[src/hdl/adcbas_pkg.sv]
// ----------------------------------------------------------------------------
// adcbas_pkg
// Shared constants, control word type and microcode table for the ADC block
// average smoother.
// ----------------------------------------------------------------------------
package adcbas_pkg;

  localparam int CHANNELS_DEF    = 3;
  localparam int SAMPLE_BITS_DEF = 10;

  localparam int GAIN_W     = 17;
  localparam int COUNT_W    = 7;
  localparam int ANGLE_W    = 17;
  localparam int GAIN_FRAC  = 16;
  localparam int ANGLE_FRAC = 8;
  localparam int CFG_IDX_W  = 1;
  localparam int CFG_DATA_W = GAIN_W;

  localparam logic [GAIN_W-1:0]  GAIN_ONE    = 17'd65536;
  localparam logic [GAIN_W-1:0]  GAIN_RESET  = 17'd42598;
  localparam logic [GAIN_W-1:0]  ANGLE_SCALE = 17'd360;
  localparam logic [COUNT_W-1:0] BLOCK_RESET = 7'd100;

  // register indexes
  localparam logic [CFG_IDX_W-1:0] REG_FILTER_GAIN = 1'd0;
  localparam logic [CFG_IDX_W-1:0] REG_BLOCK_COUNT = 1'd1;

  // multiplier operand select
  localparam logic [1:0] MUL_NONE       = 2'd0;
  localparam logic [1:0] MUL_GAIN_AVG   = 2'd1;
  localparam logic [1:0] MUL_COMP_LEVEL = 2'd2;
  localparam logic [1:0] MUL_ANGLE      = 2'd3;

  // jump conditions
  localparam logic [2:0] COND_NONE     = 3'd0;
  localparam logic [2:0] COND_NO_FIRE  = 3'd1;
  localparam logic [2:0] COND_EMPTY    = 3'd2;
  localparam logic [2:0] COND_DIV_BUSY = 3'd3;
  localparam logic [2:0] COND_MORE_CH  = 3'd4;
  localparam logic [2:0] COND_OUT_FULL = 3'd5;
  localparam logic [2:0] COND_ALWAYS   = 3'd6;

  localparam int STEP_W = 4;
  localparam logic [STEP_W-1:0] STEP_IDLE      = 4'd0;
  localparam logic [STEP_W-1:0] STEP_DIV_START = 4'd1;
  localparam logic [STEP_W-1:0] STEP_DIV_WAIT  = 4'd2;
  localparam logic [STEP_W-1:0] STEP_MUL_GAIN  = 4'd3;
  localparam logic [STEP_W-1:0] STEP_MUL_COMP  = 4'd4;
  localparam logic [STEP_W-1:0] STEP_LEVEL     = 4'd5;
  localparam logic [STEP_W-1:0] STEP_MUL_ANGLE = 4'd6;
  localparam logic [STEP_W-1:0] STEP_STORE     = 4'd7;
  localparam logic [STEP_W-1:0] STEP_OUT_WAIT  = 4'd8;
  localparam logic [STEP_W-1:0] STEP_OUT_LOAD  = 4'd9;

  typedef struct packed {
    logic              accept;
    logic              div_start;
    logic [1:0]        mul_sel;
    logic              acc_load;
    logic              level_write;
    logic              angle_write;
    logic              ch_advance;
    logic              out_load;
    logic [2:0]        cond;
    logic [STEP_W-1:0] target;
  } ctrl_t;

  // microcode ROM: next step is target when cond holds, else step + 1
  function automatic ctrl_t ucode_word(input logic [STEP_W-1:0] step);
    ctrl_t w;
    w = '0;
    case (step)
      STEP_IDLE: begin
        w.accept = 1'b1;
        w.cond   = COND_NO_FIRE;
        w.target = STEP_IDLE;
      end
      STEP_DIV_START: begin
        w.div_start = 1'b1;
        w.cond      = COND_EMPTY;
        w.target    = STEP_MUL_ANGLE;
      end
      STEP_DIV_WAIT: begin
        w.cond   = COND_DIV_BUSY;
        w.target = STEP_DIV_WAIT;
      end
      STEP_MUL_GAIN: begin
        w.mul_sel = MUL_GAIN_AVG;
      end
      STEP_MUL_COMP: begin
        w.mul_sel  = MUL_COMP_LEVEL;
        w.acc_load = 1'b1;
      end
      STEP_LEVEL: begin
        w.level_write = 1'b1;
      end
      STEP_MUL_ANGLE: begin
        w.mul_sel = MUL_ANGLE;
      end
      STEP_STORE: begin
        w.angle_write = 1'b1;
        w.ch_advance  = 1'b1;
        w.cond        = COND_MORE_CH;
        w.target      = STEP_DIV_START;
      end
      STEP_OUT_WAIT: begin
        w.cond   = COND_OUT_FULL;
        w.target = STEP_OUT_WAIT;
      end
      STEP_OUT_LOAD: begin
        w.out_load = 1'b1;
        w.cond     = COND_ALWAYS;
        w.target   = STEP_IDLE;
      end
      default: begin
        w.cond   = COND_ALWAYS;
        w.target = STEP_IDLE;
      end
    endcase
    return w;
  endfunction

endpackage

[src/hdl/adc_block_average_smoother.sv]
// ----------------------------------------------------------------------------
// adc_block_average_smoother
// Per-channel boxcar averaging of scanned converter samples, first-order
// low-pass smoothing of each block average and conversion to degrees.
// ----------------------------------------------------------------------------
// Samples that do not close a block are accepted back to back. A sample
// that closes a block starts the block-end program and in_ready stays low
//   until it ends: each channel with samples runs the bit-serial divider,
//   the gain and complement multiplies, the level write, the angle multiply
//   and the store; an empty channel skips straight to the angle multiply and
//   the store. Last, the result waits for a free output register and loads.
// Reset: rst is synchronous, active high; clears scan phase, sums, counts,
//   smoothed levels, and loads default gain and block count. No clear pass.
// ----------------------------------------------------------------------------
module adc_block_average_smoother #(
  parameter int CHANNELS    = adcbas_pkg::CHANNELS_DEF,
  parameter int SAMPLE_BITS = adcbas_pkg::SAMPLE_BITS_DEF
) (
  input  logic                               clk,
  input  logic                               rst,
  // config write port
  input  logic                               cfg_write,
  input  logic [adcbas_pkg::CFG_IDX_W-1:0]   cfg_index,
  input  logic [adcbas_pkg::CFG_DATA_W-1:0]  cfg_data,
  // sample beats
  input  logic                               in_valid,
  output logic                               in_ready,
  input  logic [SAMPLE_BITS-1:0]             sample,
  // result beats
  output logic                               out_valid,
  input  logic                               out_ready,
  output logic [adcbas_pkg::ANGLE_W-1:0]     angle_ch0,
  output logic [adcbas_pkg::ANGLE_W-1:0]     angle_ch1,
  output logic [adcbas_pkg::ANGLE_W-1:0]     angle_ch2
);

  localparam int GAIN_W      = adcbas_pkg::GAIN_W;
  localparam int COUNT_W     = adcbas_pkg::COUNT_W;
  localparam int ANGLE_W     = adcbas_pkg::ANGLE_W;
  localparam int STEP_W      = adcbas_pkg::STEP_W;
  localparam int SUM_W       = SAMPLE_BITS + COUNT_W;
  localparam int LEVEL_W     = SAMPLE_BITS + adcbas_pkg::GAIN_FRAC;
  localparam int PROD_W      = GAIN_W + LEVEL_W;
  localparam int ANGLE_SHIFT = SAMPLE_BITS + adcbas_pkg::ANGLE_FRAC;
  localparam int CH_W        = (CHANNELS > 1) ? $clog2(CHANNELS) : 1;
  localparam int PH_W        = $clog2(CHANNELS + 1);

  // config registers
  logic [GAIN_W-1:0]  filter_gain;
  logic [COUNT_W-1:0] block_count;

  always_ff @(posedge clk) begin
    if (rst) begin
      filter_gain <= adcbas_pkg::GAIN_RESET;
      block_count <= adcbas_pkg::BLOCK_RESET;
    end else if (cfg_write) begin
      case (cfg_index)
        adcbas_pkg::REG_FILTER_GAIN: filter_gain <= cfg_data[GAIN_W-1:0];
        adcbas_pkg::REG_BLOCK_COUNT: block_count <= cfg_data[COUNT_W-1:0];
        default: ;
      endcase
    end
  end

  // gain above one saturates to one
  logic [GAIN_W-1:0] gain_sat;
  logic [GAIN_W-1:0] gain_comp;
  assign gain_sat  = (filter_gain > adcbas_pkg::GAIN_ONE) ? adcbas_pkg::GAIN_ONE : filter_gain;
  assign gain_comp = adcbas_pkg::GAIN_ONE - gain_sat;

  // sequencer
  logic [STEP_W-1:0]  step;
  logic [STEP_W-1:0]  step_next;
  adcbas_pkg::ctrl_t  ctrl;
  logic               cond_true;
  logic [CH_W-1:0]    ch_idx;

  assign ctrl     = adcbas_pkg::ucode_word(step);
  assign in_ready = ctrl.accept;

  logic in_beat;
  assign in_beat = in_valid && in_ready;

  // scan state and accumulators
  logic [PH_W-1:0]    scan_phase;
  logic [SUM_W-1:0]   sample_sums   [CHANNELS];
  logic [COUNT_W-1:0] sample_counts [CHANNELS];
  logic [LEVEL_W-1:0] smoothed_level[CHANNELS];
  logic [ANGLE_W-1:0] angle_stage   [CHANNELS];

  logic               phase_live;
  logic [CH_W-1:0]    phase_ch;
  logic [COUNT_W-1:0] count0_new;
  logic               block_fire;

  assign phase_live = (scan_phase != '0) && (scan_phase <= PH_W'(CHANNELS));
  assign phase_ch   = CH_W'(scan_phase - PH_W'(1));
  // block check looks at channel 0's count after this beat is counted
  assign count0_new = (phase_live && (phase_ch == '0)) ?
                      (sample_counts[0] + COUNT_W'(1)) : sample_counts[0];
  assign block_fire = (count0_new >= block_count);

  always_ff @(posedge clk) begin
    if (rst) begin
      scan_phase <= '0;
    end else if (in_beat) begin
      if (phase_live && (scan_phase < PH_W'(CHANNELS))) begin
        scan_phase <= scan_phase + PH_W'(1);
      end else begin
        scan_phase <= PH_W'(1);  // wrap, or leave warm-up
      end
    end
  end

  always_ff @(posedge clk) begin
    for (int i = 0; i < CHANNELS; i++) begin
      if (rst) begin
        sample_sums[i]   <= '0;
        sample_counts[i] <= '0;
      end else if (in_beat && phase_live && (phase_ch == CH_W'(i))) begin
        sample_sums[i]   <= sample_sums[i] + SUM_W'(sample);
        sample_counts[i] <= sample_counts[i] + COUNT_W'(1);
      end else if (ctrl.angle_write && (ch_idx == CH_W'(i))) begin
        sample_sums[i]   <= '0;
        sample_counts[i] <= '0;
      end
    end
  end

  // divider for the block average
  logic             div_busy;
  logic [SUM_W-1:0] div_quo;
  logic             ch_empty;

  assign ch_empty = (sample_counts[ch_idx] == '0);

  adcbas_divider #(
    .DIVIDEND_W (SUM_W),
    .DIVISOR_W  (COUNT_W)
  ) u_div (
    .clk      (clk),
    .rst      (rst),
    .start    (ctrl.div_start && !ch_empty),
    .dividend (sample_sums[ch_idx]),
    .divisor  (sample_counts[ch_idx]),
    .busy     (div_busy),
    .quotient (div_quo)
  );

  // shared multiplier, registered product
  logic [GAIN_W-1:0]  mul_a;
  logic [LEVEL_W-1:0] mul_b;
  logic [PROD_W-1:0]  prod;
  logic [LEVEL_W-1:0] acc;

  always_comb begin
    case (ctrl.mul_sel)
      adcbas_pkg::MUL_GAIN_AVG: begin
        mul_a = gain_sat;
        mul_b = LEVEL_W'(div_quo[SAMPLE_BITS-1:0]);
      end
      adcbas_pkg::MUL_COMP_LEVEL: begin
        mul_a = gain_comp;
        mul_b = smoothed_level[ch_idx];
      end
      adcbas_pkg::MUL_ANGLE: begin
        mul_a = adcbas_pkg::ANGLE_SCALE;
        mul_b = smoothed_level[ch_idx];
      end
      default: begin
        mul_a = '0;
        mul_b = '0;
      end
    endcase
  end

  always_ff @(posedge clk) begin
    if (ctrl.mul_sel != adcbas_pkg::MUL_NONE) begin
      prod <= PROD_W'(mul_a * mul_b);
    end
    // g*avg is an exact Q16 value, so it joins the sum without a shift
    if (ctrl.acc_load) begin
      acc <= prod[LEVEL_W-1:0];
    end
  end

  always_ff @(posedge clk) begin
    for (int i = 0; i < CHANNELS; i++) begin
      if (rst) begin
        smoothed_level[i] <= '0;
      end else if (ctrl.level_write && (ch_idx == CH_W'(i))) begin
        smoothed_level[i] <= acc + prod[adcbas_pkg::GAIN_FRAC +: LEVEL_W];
      end
    end
  end

  always_ff @(posedge clk) begin
    for (int i = 0; i < CHANNELS; i++) begin
      if (ctrl.angle_write && (ch_idx == CH_W'(i))) begin
        angle_stage[i] <= prod[ANGLE_SHIFT +: ANGLE_W];
      end
    end
  end

  // output register
  logic               out_full;
  logic [ANGLE_W-1:0] out_angle[CHANNELS];

  assign out_full = out_valid && !out_ready;

  always_ff @(posedge clk) begin
    if (rst) begin
      out_valid <= 1'b0;
    end else if (ctrl.out_load) begin
      out_valid <= 1'b1;
    end else if (out_ready) begin
      out_valid <= 1'b0;
    end
  end

  always_ff @(posedge clk) begin
    if (ctrl.out_load) begin
      for (int i = 0; i < CHANNELS; i++) begin
        out_angle[i] <= angle_stage[i];
      end
    end
  end

  assign angle_ch0 = out_angle[0];

  if (CHANNELS > 1) begin : g_ch1
    assign angle_ch1 = out_angle[1];
  end else begin : g_no_ch1
    assign angle_ch1 = '0;
  end

  if (CHANNELS > 2) begin : g_ch2
    assign angle_ch2 = out_angle[2];
  end else begin : g_no_ch2
    assign angle_ch2 = '0;
  end

  // jump logic
  always_comb begin
    case (ctrl.cond)
      adcbas_pkg::COND_NONE:     cond_true = 1'b0;
      adcbas_pkg::COND_NO_FIRE:  cond_true = !(in_beat && block_fire);
      adcbas_pkg::COND_EMPTY:    cond_true = ch_empty;
      adcbas_pkg::COND_DIV_BUSY: cond_true = div_busy;
      adcbas_pkg::COND_MORE_CH:  cond_true = (ch_idx != CH_W'(CHANNELS - 1));
      adcbas_pkg::COND_OUT_FULL: cond_true = out_full;
      adcbas_pkg::COND_ALWAYS:   cond_true = 1'b1;
      default:                   cond_true = 1'b1;
    endcase
    step_next = cond_true ? ctrl.target : (step + STEP_W'(1));
  end

  always_ff @(posedge clk) begin
    if (rst) begin
      step   <= adcbas_pkg::STEP_IDLE;
      ch_idx <= '0;
    end else begin
      step <= step_next;
      if (ctrl.ch_advance) begin
        ch_idx <= (ch_idx == CH_W'(CHANNELS - 1)) ? '0 : (ch_idx + CH_W'(1));
      end
    end
  end

endmodule

[src/hdl/adcbas_divider.sv]
// ----------------------------------------------------------------------------
// adcbas_divider
// Restoring unsigned divider, one quotient bit per cycle.
// ----------------------------------------------------------------------------
module adcbas_divider #(
  parameter int DIVIDEND_W = 17,
  parameter int DIVISOR_W  = 7
) (
  input  logic                  clk,
  input  logic                  rst,
  input  logic                  start,
  input  logic [DIVIDEND_W-1:0] dividend,
  input  logic [DIVISOR_W-1:0]  divisor,
  output logic                  busy,
  output logic [DIVIDEND_W-1:0] quotient
);

  localparam int CNT_W = $clog2(DIVIDEND_W + 1);

  logic [CNT_W-1:0]     cnt;
  logic [DIVISOR_W-1:0] rem;
  logic [DIVISOR_W-1:0] dvs;
  logic [DIVISOR_W:0]   trial;
  logic                 take;

  assign trial = {rem, quotient[DIVIDEND_W-1]};
  assign take  = (trial >= {1'b0, dvs});

  always_ff @(posedge clk) begin
    if (rst) begin
      busy <= 1'b0;
      cnt  <= '0;
    end else if (start) begin
      busy <= 1'b1;
      cnt  <= CNT_W'(DIVIDEND_W);
    end else if (busy) begin
      cnt  <= cnt - CNT_W'(1);
      busy <= (cnt != CNT_W'(1));
    end
  end

  always_ff @(posedge clk) begin
    if (start) begin
      rem      <= '0;
      dvs      <= divisor;
      quotient <= dividend;
    end else if (busy) begin
      rem      <= take ? DIVISOR_W'(trial - {1'b0, dvs}) : trial[DIVISOR_W-1:0];
      quotient <= {quotient[DIVIDEND_W-2:0], take};
    end
  end

endmodule

[config.mk]
export PLATFORM = sky130hd
export DESIGN_NAME = adc_block_average_smoother
export DESIGN_NICKNAME = d
export VERILOG_FILES = /design/src/hdl/adcbas_pkg.sv /design/src/hdl/adc_block_average_smoother.sv /design/src/hdl/adcbas_divider.sv
export SDC_FILE = /design/constraint.sdc
export NUM_CORES = 2
export LEC_CHECK = 0
export BUFFER_PORTS_ARGS = -buffer_cell sky130_fd_sc_hd__buf_4
export CAP_MARGIN = 0
export CORE_MARGIN = 2
export CORE_UTILIZATION = 40
export DETAILED_ROUTE_END_ITERATION = 12
export RECOVER_POWER = 50
export SLEW_MARGIN = 5
export SYNTH_ARGS = -nofsm -noshare
export SYNTH_HDL_FRONTEND = slang
export SYNTH_SLANG_ARGS = --single-unit
[constraint.sdc]
create_clock -name clk -period 19.18 [get_ports clk]
set_input_delay 3.836 -clock clk [delete_from_list [all_inputs] [get_ports clk]]
set_output_delay 3.836 -clock clk [all_outputs]
set_load 0.005 [all_outputs]
==> flow_summary.rst <==
.. list-table::
   :header-rows: 1

   * - Metric
     - Value
   * - Status
     - finished, violations left
   * - Failing checks
     - max-capacitance violations, max-slew violations
   * - Largest cells by area after synthesis
     - sky130_fd_sc_hd__edfxtp_1, sky130_fd_sc_hd__fa_1, sky130_fd_sc_hd__ha_1
   * - Number of iterations in the first detailed-routing pass
     - 6
   * - ANT nets after route
     - 0
   * - Total count of hold-check failures in the final report
     - 0
   * - Average cell area after synthesis
     - 9.946 um2
   * - Worst slew margin relative to its limit
     - -0.9530
   * - Final setup margin
     - 8.177 ns
   * - Share of synthesized flip-flops with an asynchronous set or reset
     - 0
   * - Number of H-tree levels
     - 2
   * - Number of distinct standard cells referenced by the synthesized netlist
     - 69
   * - Yosys top cell area share
     - 0.3182
   * - Max Fanout on Critical Path
     - 64
   * - Worst-case clock buffer depth
     - 3
   * - Seq cells post-synth
     - 392
   * - Resized Gates After CTS
     - 0
   * - Total nets after synthesis
     - 3857
   * - Wire per inst
     - 19.62 um
   * - Number of cell rows
     - 104
   * - Layout cells sized above 1
     - 0.06188
   * - Floorplan core area
     - 0.08042 mm2
   * - Endpoint type of the worst setup path
     - register
   * - Area Overhead vs Synth
     - 9.423%
   * - Data required time at the worst endpoint
     - 19.51 ns
   * - Number of nets in the layout
     - 3893
   * - Root buffer cell
     - sky130_fd_sc_hd__clkbuf_16
   * - Starting density of the core
     - 0.4037
   * - Clock sink total
     - 392
   * - Number of antenna violations at the first check in global routing
     - 0
   * - Reported max-cap violation count
     - 9
   * - Count of buffers from port buffering
     - 85
   * - Sequential Area
     - 0.01129 mm2
   * - Gp weighted congestion
     - 0.9384
   * - Global-route wire length before repair
     - 134900 um
   * - Clock latency reported for the late side of the worst-skew pair
     - 0.55 ns
   * - Power density relative to cell area
     - 56.55 mW/mm2
   * - Cell taking the most area after synthesis
     - sky130_fd_sc_hd__edfxtp_1
   * - Worst path arrival time
     - 11.34 ns
   * - Total inserted antenna cells
     - 0
   * - DRC violation count after routing
     - 0
   * - Total of endpoints with negative setup slack in the final report
     - 0
   * - Final sum of negative setup slack
     - 0 ns
   * - Clock buffers created by TritonCTS
     - 41
   * - Final max-slew violation count
     - 359
   * - Overall Global Routing Usage
     - 0.2114
   * - Leakage power summed over all cells
     - 15.04 nW
   * - Post-route fraction of the period consumed by the critical path
     - 0.5737
   * - Fmax
     - 0.09088 GHz
   * - Critical path type
     - register to register
   * - Classification of the worst-slack hold path
     - register to register
   * - # hold bufs at CTS
     - 0
   * - Count leader, synth
     - sky130_fd_sc_hd__inv_1
   * - Per-cell via count in the routed design
     - 5.267
   * - Largest net degree at the start of global routing
     - 65
   * - Filler instances
     - 7673
   * - Via count of the first global-routing pass
     - 23311
   * - Synthesis warning total
     - 0
   * - Die span in y
     - 288.9 um
   * - Multi-input gate area
     - 0.01891 mm2
   * - Total vias in the final route
     - 23118
   * - Post-layout min period
     - 11.00 ns
   * - Detail Placement HPWL
     - 66690 um
   * - Detailed Route Iter0 Violations
     - 1901
   * - Postcts setup bufs
     - 0
   * - Die X
     - 288.9 um
   * - Top Ports
     - 86
   * - Slew of the pin with the lowest slew margin
     - 2.923 ns
   * - Ranking of synthesized cells by instance count
     - sky130_fd_sc_hd__inv_1, sky130_fd_sc_hd__nand2_1, sky130_fd_sc_hd__fa_1
   * - Synth Flop Type
     - sky130_fd_sc_hd__edfxtp_1
   * - Total Die Area
     - 0.08345 mm2
   * - Gate count after technology mapping
     - 3264
   * - Peak supply drop
     - 0.00005499 V
   * - Place WS
     - 8.838 ns
   * - Final setup skew
     - 0.02539 ns
   * - Syn Std Cell Area
     - 0.03246 mm2
   * - Part of the Yosys area used for sequential elements
     - 0.3478
   * - TritonCTS clock tree
     - built
   * - Total wire length
     - 86130 um
   * - CP startpoint kind
     - register
   * - Clock slew seen by the registers of the worst setup and hold paths
     - 0.06 ns
   * - RSZ-0062 raised after global routing
     - false
   * - Total gr overflow
     - 0
   * - Number of enable-type register cells in the synthesized netlist
     - 344
through the flow:
stage          area (um2)  std cells  hold WS [ns]  total power [mW]    util
2_1_floorplan       32460       3264        0.4003             1.164       -
4_1_cts             35600       4389        0.4159             2.029  0.4427
3_5_place_dp        34280       4317        0.4045             1.237  0.4263
5_1_grt             35520       4389        0.4237             2.096  0.4417
6_report            35520       4389        0.4140             2.009  0.4417
3_3_place_gp        34280       4317        0.4007             1.234  0.4263
routing by layer:
metal | track usage | routed length, um | vias to the layer above
met2 | 0.3373 | 39380 | 718
met3 | 0.03457 | 5874 | 162
met4 | 0.07719 | 3215 | 2
met5 | 0.001705 | 23 | -
met1 | 0.2912 | 37640 | 11480
li1 | - | - | 10756
final cells by class:
class,instances,area share
clock buffer,50,0.03012
tap,1060,0.03734
inverter,475,0.05019
multi-input combinational,2265,0.5323
timing repair buffer,125,0.02536
clock inverter,22,0.006833
sequential,392,0.3179
kinds of logic (layout without fill, tap and decap cells):
family | Yosys count | count (layout) | share of synthesized area
adder cells (fa/ha/maj) | 560 | 560 | 0.2998
buffers and inverters | 607 | 672 | 0.07096
XOR/XNOR | 108 | 108 | 0.02914
flip-flops | 392 | 392 | 0.3478
AND/OR/NAND/NOR | 1110 | 1110 | 0.1501
AO/OA/AOI/OAI | 420 | 420 | 0.08140
multiplexers | 67 | 67 | 0.02085
report_power, final:
group	switching [mW]	total [mW]	leakage [nW]	internal (mW)
logic	0.145	0.230	10.6	0.0843
clock network	0.325	0.789	0.635	0.464
registers	0.0273	0.990	3.76	0.963
total	0.497	2.01	15.0	1.51
worst paths after layout:
path / startpoint / slack, ns / cells after the start / endpoint
setup / recovery: register / 8.18 / 23 / prod[38]
hold / removal: angle_stage[0][35] / 0.41 / 0 / out_angle[0][35]
setup reg to reg: register / 8.18 / 23 / prod[38]
hold reg to reg: angle_stage[0][35] / 0.41 / 0 / out_angle[0][35]
worst max-delay path: stages (launching register included):
cell	delay, ns
sky130_fd_sc_hd__dfxtp_1	1.17
sky130_fd_sc_hd__clkbuf_1	2.05
sky130_fd_sc_hd__a21oi_1	0.70
sky130_fd_sc_hd__o21ai_1	1.09
sky130_fd_sc_hd__nand2_1	0.18
sky130_fd_sc_hd__fa_1	0.54
sky130_fd_sc_hd__inv_1	0.05
sky130_fd_sc_hd__fa_1	0.46
sky130_fd_sc_hd__fa_1	0.55
sky130_fd_sc_hd__fa_1	0.44
sky130_fd_sc_hd__fa_1	0.49
sky130_fd_sc_hd__inv_1	0.05
sky130_fd_sc_hd__fa_1	0.48
sky130_fd_sc_hd__inv_1	0.04
sky130_fd_sc_hd__ha_1	0.36
sky130_fd_sc_hd__a21o_1	0.22
sky130_fd_sc_hd__a221o_1	0.32
sky130_fd_sc_hd__a21o_1	0.18
sky130_fd_sc_hd__a21o_1	0.18
sky130_fd_sc_hd__o21ai_0	0.17
sky130_fd_sc_hd__nand2_1	0.14
sky130_fd_sc_hd__o311a_1	0.37
sky130_fd_sc_hd__o21a_1	0.20
sky130_fd_sc_hd__o311ai_0	0.33
cell usage in the layout (no fill, tap or decap), types with 11 or more instances in the layout:
| master | n |
|---|---|
| sky130_fd_sc_hd__ha_1 | 197 |
| sky130_fd_sc_hd__nand4_1 | 12 |
| sky130_fd_sc_hd__o21bai_1 | 11 |
| sky130_fd_sc_hd__o21ai_0 | 104 |
| sky130_fd_sc_hd__xor2_1 | 34 |
| sky130_fd_sc_hd__or3_1 | 12 |
| sky130_fd_sc_hd__a21oi_1 | 125 |
| sky130_fd_sc_hd__inv_1 | 474 |
| sky130_fd_sc_hd__nor2b_1 | 21 |
| sky130_fd_sc_hd__clkbuf_16 | 41 |
| sky130_fd_sc_hd__and3_1 | 33 |
| sky130_fd_sc_hd__a21o_1 | 39 |
| sky130_fd_sc_hd__nand3_1 | 30 |
| sky130_fd_sc_hd__edfxtp_1 | 344 |
| sky130_fd_sc_hd__nor3_1 | 85 |
| sky130_fd_sc_hd__mux2i_1 | 62 |
| sky130_fd_sc_hd__and2_1 | 25 |
| sky130_fd_sc_hd__nand2b_1 | 36 |
| sky130_fd_sc_hd__o211ai_1 | 14 |
| sky130_fd_sc_hd__fa_1 | 363 |
| sky130_fd_sc_hd__o21a_1 | 26 |
| sky130_fd_sc_hd__xnor2_1 | 74 |
| sky130_fd_sc_hd__clkbuf_1 | 18 |
| sky130_fd_sc_hd__buf_4 | 115 |
| sky130_fd_sc_hd__a31oi_1 | 17 |
| sky130_fd_sc_hd__nand2_1 | 448 |
| sky130_fd_sc_hd__nor2_1 | 348 |
| sky130_fd_sc_hd__nor4_1 | 13 |
| sky130_fd_sc_hd__dfxtp_1 | 47 |
flip-flops by register name, indices dropped and copies added (netlist names), named ones only:
signal,cells
smoothed_level,78
angle_stage,51
out_angle,51
sample_sums,51
prod,42
acc,26
sample_counts,21
filter_gain,17
u_div.quotient,17
block_count,7
u_div.dvs,7
u_div.rem,7
u_div.cnt,5
step,4
ch_idx,2
scan_phase,2
out_valid,1
u_div.busy,1
Power figures use the tool's default switching activity.
